--- config.mk ---
export PLATFORM = sky130hd
export DESIGN_NAME = cce_divider
export DESIGN_NICKNAME = d
export VERILOG_FILES = /design/src/design/chebyshev_clenshaw_eval_3d_defines.svh /design/src/design/cce_pkg.sv /design/src/design/cce_divider.sv
export SDC_FILE = /design/constraint.sdc
export NUM_CORES = 1
export LEC_CHECK = 0
export ABC_AREA = 1
export BUFFER_PORTS_ARGS = -buffer_cell sky130_fd_sc_hd__buf_2
export CAP_MARGIN = 20
export CELL_PAD_IN_SITES_DETAIL_PLACEMENT = 2
export CELL_PAD_IN_SITES_GLOBAL_PLACEMENT = 2
export CORE_ASPECT_RATIO = 2
export CORE_UTILIZATION = 30
export CTS_CLUSTER_DIAMETER = 30
export DETAILED_ROUTE_END_ITERATION = 16
export PLACE_DENSITY_LB_ADDON = 0.1
export SLEW_MARGIN = 20
export SYNTH_ARGS = -nofsm -noshare
export SYNTH_HDL_FRONTEND = slang
export SYNTH_SLANG_ARGS = --single-unit
--- constraint.sdc ---
create_clock -name clk_i -period 4.8 [get_ports clk_i]
set_input_delay 0.48 -clock clk_i [delete_from_list [all_inputs] [get_ports clk_i]]
set_output_delay 0.48 -clock clk_i [all_outputs]
set_load 0.03 [all_outputs]
--- src/design/chebyshev_clenshaw_eval_3d_defines.svh ---
// Assertion macros used by the evaluator's top-level RTL file.
`ifndef CHEBYSHEV_CLENSHAW_EVAL_3D_DEFINES_SVH
`define CHEBYSHEV_CLENSHAW_EVAL_3D_DEFINES_SVH

// Same-cycle implication, sampled on clk_i and off while rst_ni is low.
`define CCE_ASSERT_IMP(lbl, ante, cons, msg) \
  lbl: assert property (@(posedge clk_i) disable iff (!rst_ni) (ante) |-> (cons)) \
    else $error(msg);

// Next-cycle implication, sampled on clk_i and off while rst_ni is low.
`define CCE_ASSERT_NXT(lbl, ante, cons, msg) \
  lbl: assert property (@(posedge clk_i) disable iff (!rst_ni) (ante) |=> (cons)) \
    else $error(msg);

`endif

--- src/design/cce_pkg.sv ---
package cce_pkg;

  localparam int MAX_TERMS = 32;
  localparam int IDX_W     = $clog2(MAX_TERMS);
  localparam int CNT_W     = 6;
  localparam int NUM_AXES  = 3;
  localparam int DIV_W     = 100;
  localparam int DIV_CNT_W = $clog2(DIV_W + 1);

  localparam logic [1:0] FUNC_LOAD  = 2'd0;
  localparam logic [1:0] FUNC_POS   = 2'd1;
  localparam logic [1:0] FUNC_DERIV = 2'd2;

  localparam logic [1:0] ST_OK       = 2'd0;
  localparam logic [1:0] ST_SAT      = 2'd1;
  localparam logic [1:0] ST_ZERO_RAD = 2'd2;

  localparam logic [63:0] SIGN64   = 64'h8000_0000_0000_0000;
  localparam logic [63:0] MAXPOS64 = 64'h7FFF_FFFF_FFFF_FFFF;
  localparam logic [31:0] HALF_DAY_SCALE = 32'd43200;

  typedef struct packed {
    logic [1:0]         func;
    logic [4:0]         term_index;
    logic signed [63:0] coef_x;
    logic signed [63:0] coef_y;
    logic signed [63:0] coef_z;
    logic signed [31:0] t_norm;
    logic [31:0]        radius_days;
  } cce_in_t;

  typedef struct packed {
    logic signed [63:0] out_x;
    logic signed [63:0] out_y;
    logic signed [63:0] out_z;
    logic [1:0]         status;
  } cce_out_t;

  typedef struct packed {
    logic [63:0] x;
    logic [63:0] y;
    logic [63:0] z;
  } cce_coef_t;

  // Magnitude of a two's complement word; the most negative value maps to 2^63.
  function automatic logic [63:0] mag64(input logic [63:0] a);
    return a[63] ? (~a + 64'd1) : a;
  endfunction

  // Saturate a magnitude to the signed 64-bit range and apply the sign.
  // Bit 64 of the result is the saturation flag.
  function automatic logic [64:0] pack_mag(input logic [127:0] m, input logic neg);
    logic [63:0] limit;
    logic [63:0] v;
    logic        s;
    limit = neg ? SIGN64 : MAXPOS64;
    s     = (m[127:64] != '0) || (m[63:0] > limit);
    v     = s ? limit : m[63:0];
    return {s, (neg ? (~v + 64'd1) : v)};
  endfunction

  // Saturating add; bit 64 is the saturation flag.
  function automatic logic [64:0] sadd(input logic [63:0] a, input logic [63:0] b);
    logic [63:0] r;
    logic        s;
    r = a + b;
    s = (a[63] == b[63]) && (r[63] != a[63]);
    return {s, (s ? (a[63] ? SIGN64 : MAXPOS64) : r)};
  endfunction

  // Saturating subtract; bit 64 is the saturation flag.
  function automatic logic [64:0] ssub(input logic [63:0] a, input logic [63:0] b);
    logic [63:0] r;
    logic        s;
    r = a - b;
    s = (a[63] != b[63]) && (r[63] != a[63]);
    return {s, (s ? (a[63] ? SIGN64 : MAXPOS64) : r)};
  endfunction

endpackage

--- src/design/cce_divider.sv ---
module cce_divider (
  input  logic                     clk_i,
  input  logic                     rst_ni,
  input  logic                     start_i,
  input  logic [cce_pkg::DIV_W-1:0] dividend_i,
  input  logic [31:0]              divisor_i,
  output logic                     busy_o,
  output logic                     done_o,
  output logic [cce_pkg::DIV_W-1:0] quot_o,
  output logic [31:0]              rem_o
);
  import cce_pkg::*;

  logic                 busy_q;
  logic                 done_q;
  logic [DIV_CNT_W-1:0] cnt_q;
  logic [DIV_W-1:0]     quot_q;
  logic [31:0]          rem_q;
  logic [31:0]          div_q;
  logic [32:0]          rem_shift;
  logic                 ge;

  // One restoring step: shift in the next dividend bit and try a subtract.
  assign rem_shift = {rem_q, quot_q[DIV_W-1]};
  assign ge        = rem_shift >= {1'b0, div_q};

  // Control: a count of remaining steps and a done pulse after the last one.
  always_ff @(posedge clk_i or negedge rst_ni) begin
    if (!rst_ni) begin
      busy_q <= 1'b0;
      done_q <= 1'b0;
      cnt_q  <= '0;
    end else begin
      done_q <= 1'b0;
      if (start_i) begin
        busy_q <= 1'b1;
        cnt_q  <= DIV_CNT_W'(DIV_W);
      end else if (busy_q) begin
        cnt_q <= cnt_q - DIV_CNT_W'(1);
        if (cnt_q == DIV_CNT_W'(1)) begin
          busy_q <= 1'b0;
          done_q <= 1'b1;
        end
      end
    end
  end

  // Datapath: quotient bits shift in where dividend bits shift out.
  always_ff @(posedge clk_i) begin
    if (start_i) begin
      quot_q <= dividend_i;
      rem_q  <= '0;
      div_q  <= divisor_i;
    end else if (busy_q) begin
      quot_q <= {quot_q[DIV_W-2:0], ge};
      rem_q  <= ge ? 32'(rem_shift - {1'b0, div_q}) : rem_shift[31:0];
    end
  end

  assign busy_o = busy_q;
  assign done_o = done_q;
  assign quot_o = quot_q;
  assign rem_o  = rem_q;

endmodule

==> impl_results.md <==
- Root buf cell: clkbuf_16
- Async set-or-reset flop fraction in the synthesized netlist: 5.20%
- Max Cap Viol: 0
- Post-synth EDFFs: 132
- WHS Path Cells: 1
- Drt drc: 0
- Synthesized Nets: 1,456
- Reg2reg start: div_q[22]$_DFFE_PP_
- RR Endpoint: rem_o[7]$_SDFFE_PP0P_
- Die Area: 0.0337 sq mm
- Initial antenna violation count: 5
- XOR/XNOR share of the synthesized area: under 10%
- Post-CTS setup repair buffer count: 0
- Reg2Reg Depth: 13
- Critical path's top delay family: simple AND/OR/NAND/NOR gates
- Detailed placement HPWL: 29.0 mm
- Critical path arrival: between 3000 and 4000 ps
- Clock share of power: between 20 and 25%
- Synthesized-area fraction occupied by adder cells: approximately 4.5%
- CP most frequent cell: nand2_1
- Vias: between 9,000 and 10,000
- Status: finished clean
- Average cell area after synthesis: 7.68 sq um
- Max Clock Freq: 355 MHz
- Count of different cell masters after synthesis: 40
- Fin nets: between 1,500 and 2,000
- First-pass DRT Iterations: 4
- Yosys reg bits: 173
- Leakage: 0.00658 uW
- Die Height: 259 microns
- First-pass GRT wire length: 57.5 mm
- Antenna-violating nets left: 0
- Setup TNS: 0 ps
- Cell Int Power: 3520 uW
- Largest net degree at the start of global routing: 95
- DRT iter0 DRCs: 281
- H-Tree Depth: 4
- Gr usage total: 23.3%
- Clock Skews: approximately 11 ps
- Yosys warns: 0
- Crit-path cells: inv_1, ha_1, nand2_1, nand2_1, a21oi_1, nand2_1, nand2_1, nand2_2, nor2_8, nand2_8, nand2_1, nand3_1, o21ai_1
- Final GP Congestion: between 0.8 and 0.9
- Synth-to-Final Area Change: 23.8%
- Rel. slew slack: 46.9%
- Setup crit start kind: register
- Compound-Gate Fraction of Synth Area: 2.61%
- Clock Pin Slew Worst Setup and Hold Paths: 80 ps
- Rows: 93
- Min-delay src: divisor_i[14]
- DR WL/cell: 18.9 microns
- Net Sw Power: between 2000 and 3000 uW
- GRT overflow: 0
- Worst slew pin tran: 795 ps
- Final Hold Vio Count: 0
- CP max stage delay: 530 ps
- Largest family of logic cells by synthesized area: simple AND/OR/NAND/NOR gates
- TritonCTS Buffers: 17
- Design Power: 6520 uW
- Crit Path Category: register to register
- Fin. max-slew vios: 0
- DR vias/cell: 4.70
- Port Buffer Count: around 270
- Number of global-route vias before repair: roughly 11,000
- Sequential area share after synthesis: slightly below 50%
- CP endpoint kind: register
- Max Root-Sink Buffers: 2
- Sw Share: 46.0%
- R2R setup slack: about 2000 ps
- Clock latency on the worst-skew pair: 450 ps
- Share of layout cells above drive strength 1: approximately 22%
- Worst-path fanout max: 34
- Die X: 130 microns
- IR drop worst, VDD: 278 uV
- Syn Inst Count: around 1,300
- CTS sink count: 173
- Simple-Gate Fraction of Synth Area: between 30 and 40%
- Placed cells: 1,949
- Area of the core: between 0.03 and 0.04 sq mm
- RSZ-0062 raised after global routing: no
- CP max-delay cell: nor2_8
- Pwr/cell area: 533 mW/mm^2
- IO Count: approximately 270
- Reg power frac: 31.3%
- CTS tree: done
- Fin crit period: 2820 ps
- Combinational share of power: 46.6%
- Initial core utilization: 30.5%
- Post-synthesis cell area: 0.00988 sq mm
- Period utilisation layout: 58.7%
- Post-Route WL: 37.4 mm
- Final setup vio count: 0
- Top_reg_cell synth: edfxtp_1
- Critical Path RT: ~5200 ps
- Non-Filler Instances: a little under 2,000
- Worst hold endpoint: div_q[14]$_DFFE_PP_
- Mux cell area share after synthesis: 0%
- Critical path buffers and inverters: 1
- Worst Hold Class: input pin to register
-- cell type report --
type,count,area [sq um]
clock buffer,18,429
timing repair buffer,275,1410
clock inverter,14,155
inverter,185,697
antenna,3,7.51
fill,4017,20100
tap,427,534
multi-input combinational,890,4160
sequential,173,4830
-- cells by family after synthesis --
family          Yosys count
buf+inv                 223
compound gates           48
simple gates            793
flops                   173
fa+ha+maj                35
xor+xnor                 14
-- cell usage in the layout, fill, tap and decap left out, types with 3 or more instances in the layout --
master     synthesis  layout
dfrtp_1            9       9
nor3_1             6       6
ha_1              34      34
inv_8              0       4
buf_2              4     267
o21ai_0            6       6
clkbuf_16          0      17
nand2_1          611     611
nor2_2             6       8
inv_1            175     174
nand3b_1          16      16
xnor2_1           13      13
a21oi_1           24      24
edfxtp_1         132     132
clkinv_4           0       3
o21bai_1           4       4
nor2_1            40      38
nand3_1           83      83
inv_2              5       6
o21ai_1           10      10
nand4_1            8       8
diode_2            0       3
clkinv_1           5       4
buf_4              2       6
nand2_2            9       9
dfxtp_1           32      32
-- power groups by stage --
stage                     combinational, uW  sequential [uW]  clock [uW]
after floorplan                        1760             2420           0
after global placement                 3040             2070           0
after detailed placement               3090             2070           0
after CTS                              3120             2050        1480
after global routing                   3380             2080        1530
final                                  3040             2040        1440
-- registers in the layout, indices dropped and copies added (netlist names) --
| register | count |
|---|---|
| rem_o | 32 |
| cnt_q | 7 |
| busy_o | 1 |
| done_o | 1 |
| quot_o | 100 |
| div_q | 32 |
-- repair_timing --
action                                 4_1_cts  5_1_grt
hold buffers                                 1        0
resized for setup                            0        0
endpoints found under the hold margin        9        0
-- cells in the mapped netlist (2+ instances only) --
| cell type | count | area [sq um] |
|---|---|---|
| a21oi_1 | 24 | 120 |
| and2_1 | 2 | 12.5 |
| buf_2 | 4 | 20.0 |
| buf_4 | 2 | 15.0 |
| buf_6 | 5 | 56.3 |
| clkbuf_1 | 26 | 97.6 |
| clkinv_1 | 5 | 18.8 |
| dfrtp_1 | 9 | 225 |
| dfxtp_1 | 32 | 641 |
| edfxtp_1 | 132 | 3960 |
| ha_1 | 34 | 425 |
| inv_1 | 175 | 657 |
| inv_2 | 5 | 18.8 |
| nand2_1 | 611 | 2290 |
| nand2_2 | 9 | 56.3 |
| nand3_1 | 83 | 415 |
| nand3b_1 | 16 | 120 |
| nand4_1 | 8 | 50.1 |
| nor2_1 | 40 | 150 |
| nor2_2 | 6 | 37.5 |
| nor2_4 | 2 | 22.5 |
| nor2_8 | 2 | 40.0 |
| nor3_1 | 6 | 30.0 |
| nor4_1 | 2 | 12.5 |
| o21a_1 | 2 | 15.0 |
| o21ai_0 | 6 | 30.0 |
| o21ai_1 | 10 | 50.1 |
| o21bai_1 | 4 | 30.0 |
| xnor2_1 | 13 | 114 |
-- worst max-delay path by stage --
stage	from	depth (start not counted)	to	slack, ps
6_report	div_q[22]$_DFFE_PP_	13	rem_o[7]$_SDFFE_PP0P_	1980
5_1_grt	div_q[22]$_DFFE_PP_	13	rem_o[7]$_SDFFE_PP0P_	1680
4_1_cts	div_q[22]$_DFFE_PP_	13	rem_o[3]$_SDFFE_PP0P_	1880
3_5_place_dp	div_q[22]$_DFFE_PP_	13	rem_o[3]$_SDFFE_PP0P_	1900
3_3_place_gp	div_q[22]$_DFFE_PP_	13	rem_o[8]$_SDFFE_PP0P_	1970
2_1_floorplan	start_i	4	quot_o[0]$_DFFE_PP_	470
-- routing by layer --
| layer | vias to the layer above | GRT usage, % | share of wire, % |
|---|---|---|---|
| met5 | - | 0 | 0.080 |
| met4 | 4 | 13.4 | 4.9 |
| met3 | 75 | 5.35 | 4.6 |
| met2 | 204 | 47.4 | 60 |
| met1 | 4525 | 19.4 | 31 |
| li1 | 4529 | - | - |
-- metrics by stage --
step           util (%)  hold slack (ps)  area, sq um  setup WS (ps)
5_1_grt            37.8              177        12200           1680
4_1_cts            37.8              167        12200           1880
3_5_place_dp       35.9              357        11600           1900
2_1_floorplan         -              184         9880            469
6_report           37.8              194        12200           1980
3_3_place_gp       35.9              354        11600           1970
-- worst reg2reg max path: stages (launching register included) --
cell and delay, ps:
edfxtp_1 350, inv_1 50, ha_1 380, nand2_1 100
nand2_1 90, a21oi_1 290, nand2_1 130, nand2_1 90
nand2_2 80, nor2_8 530, nand2_8 300, nand2_1 160
nand3_1 80, o21ai_1 120
Note: power is estimated with default switching activity, not from simulation.
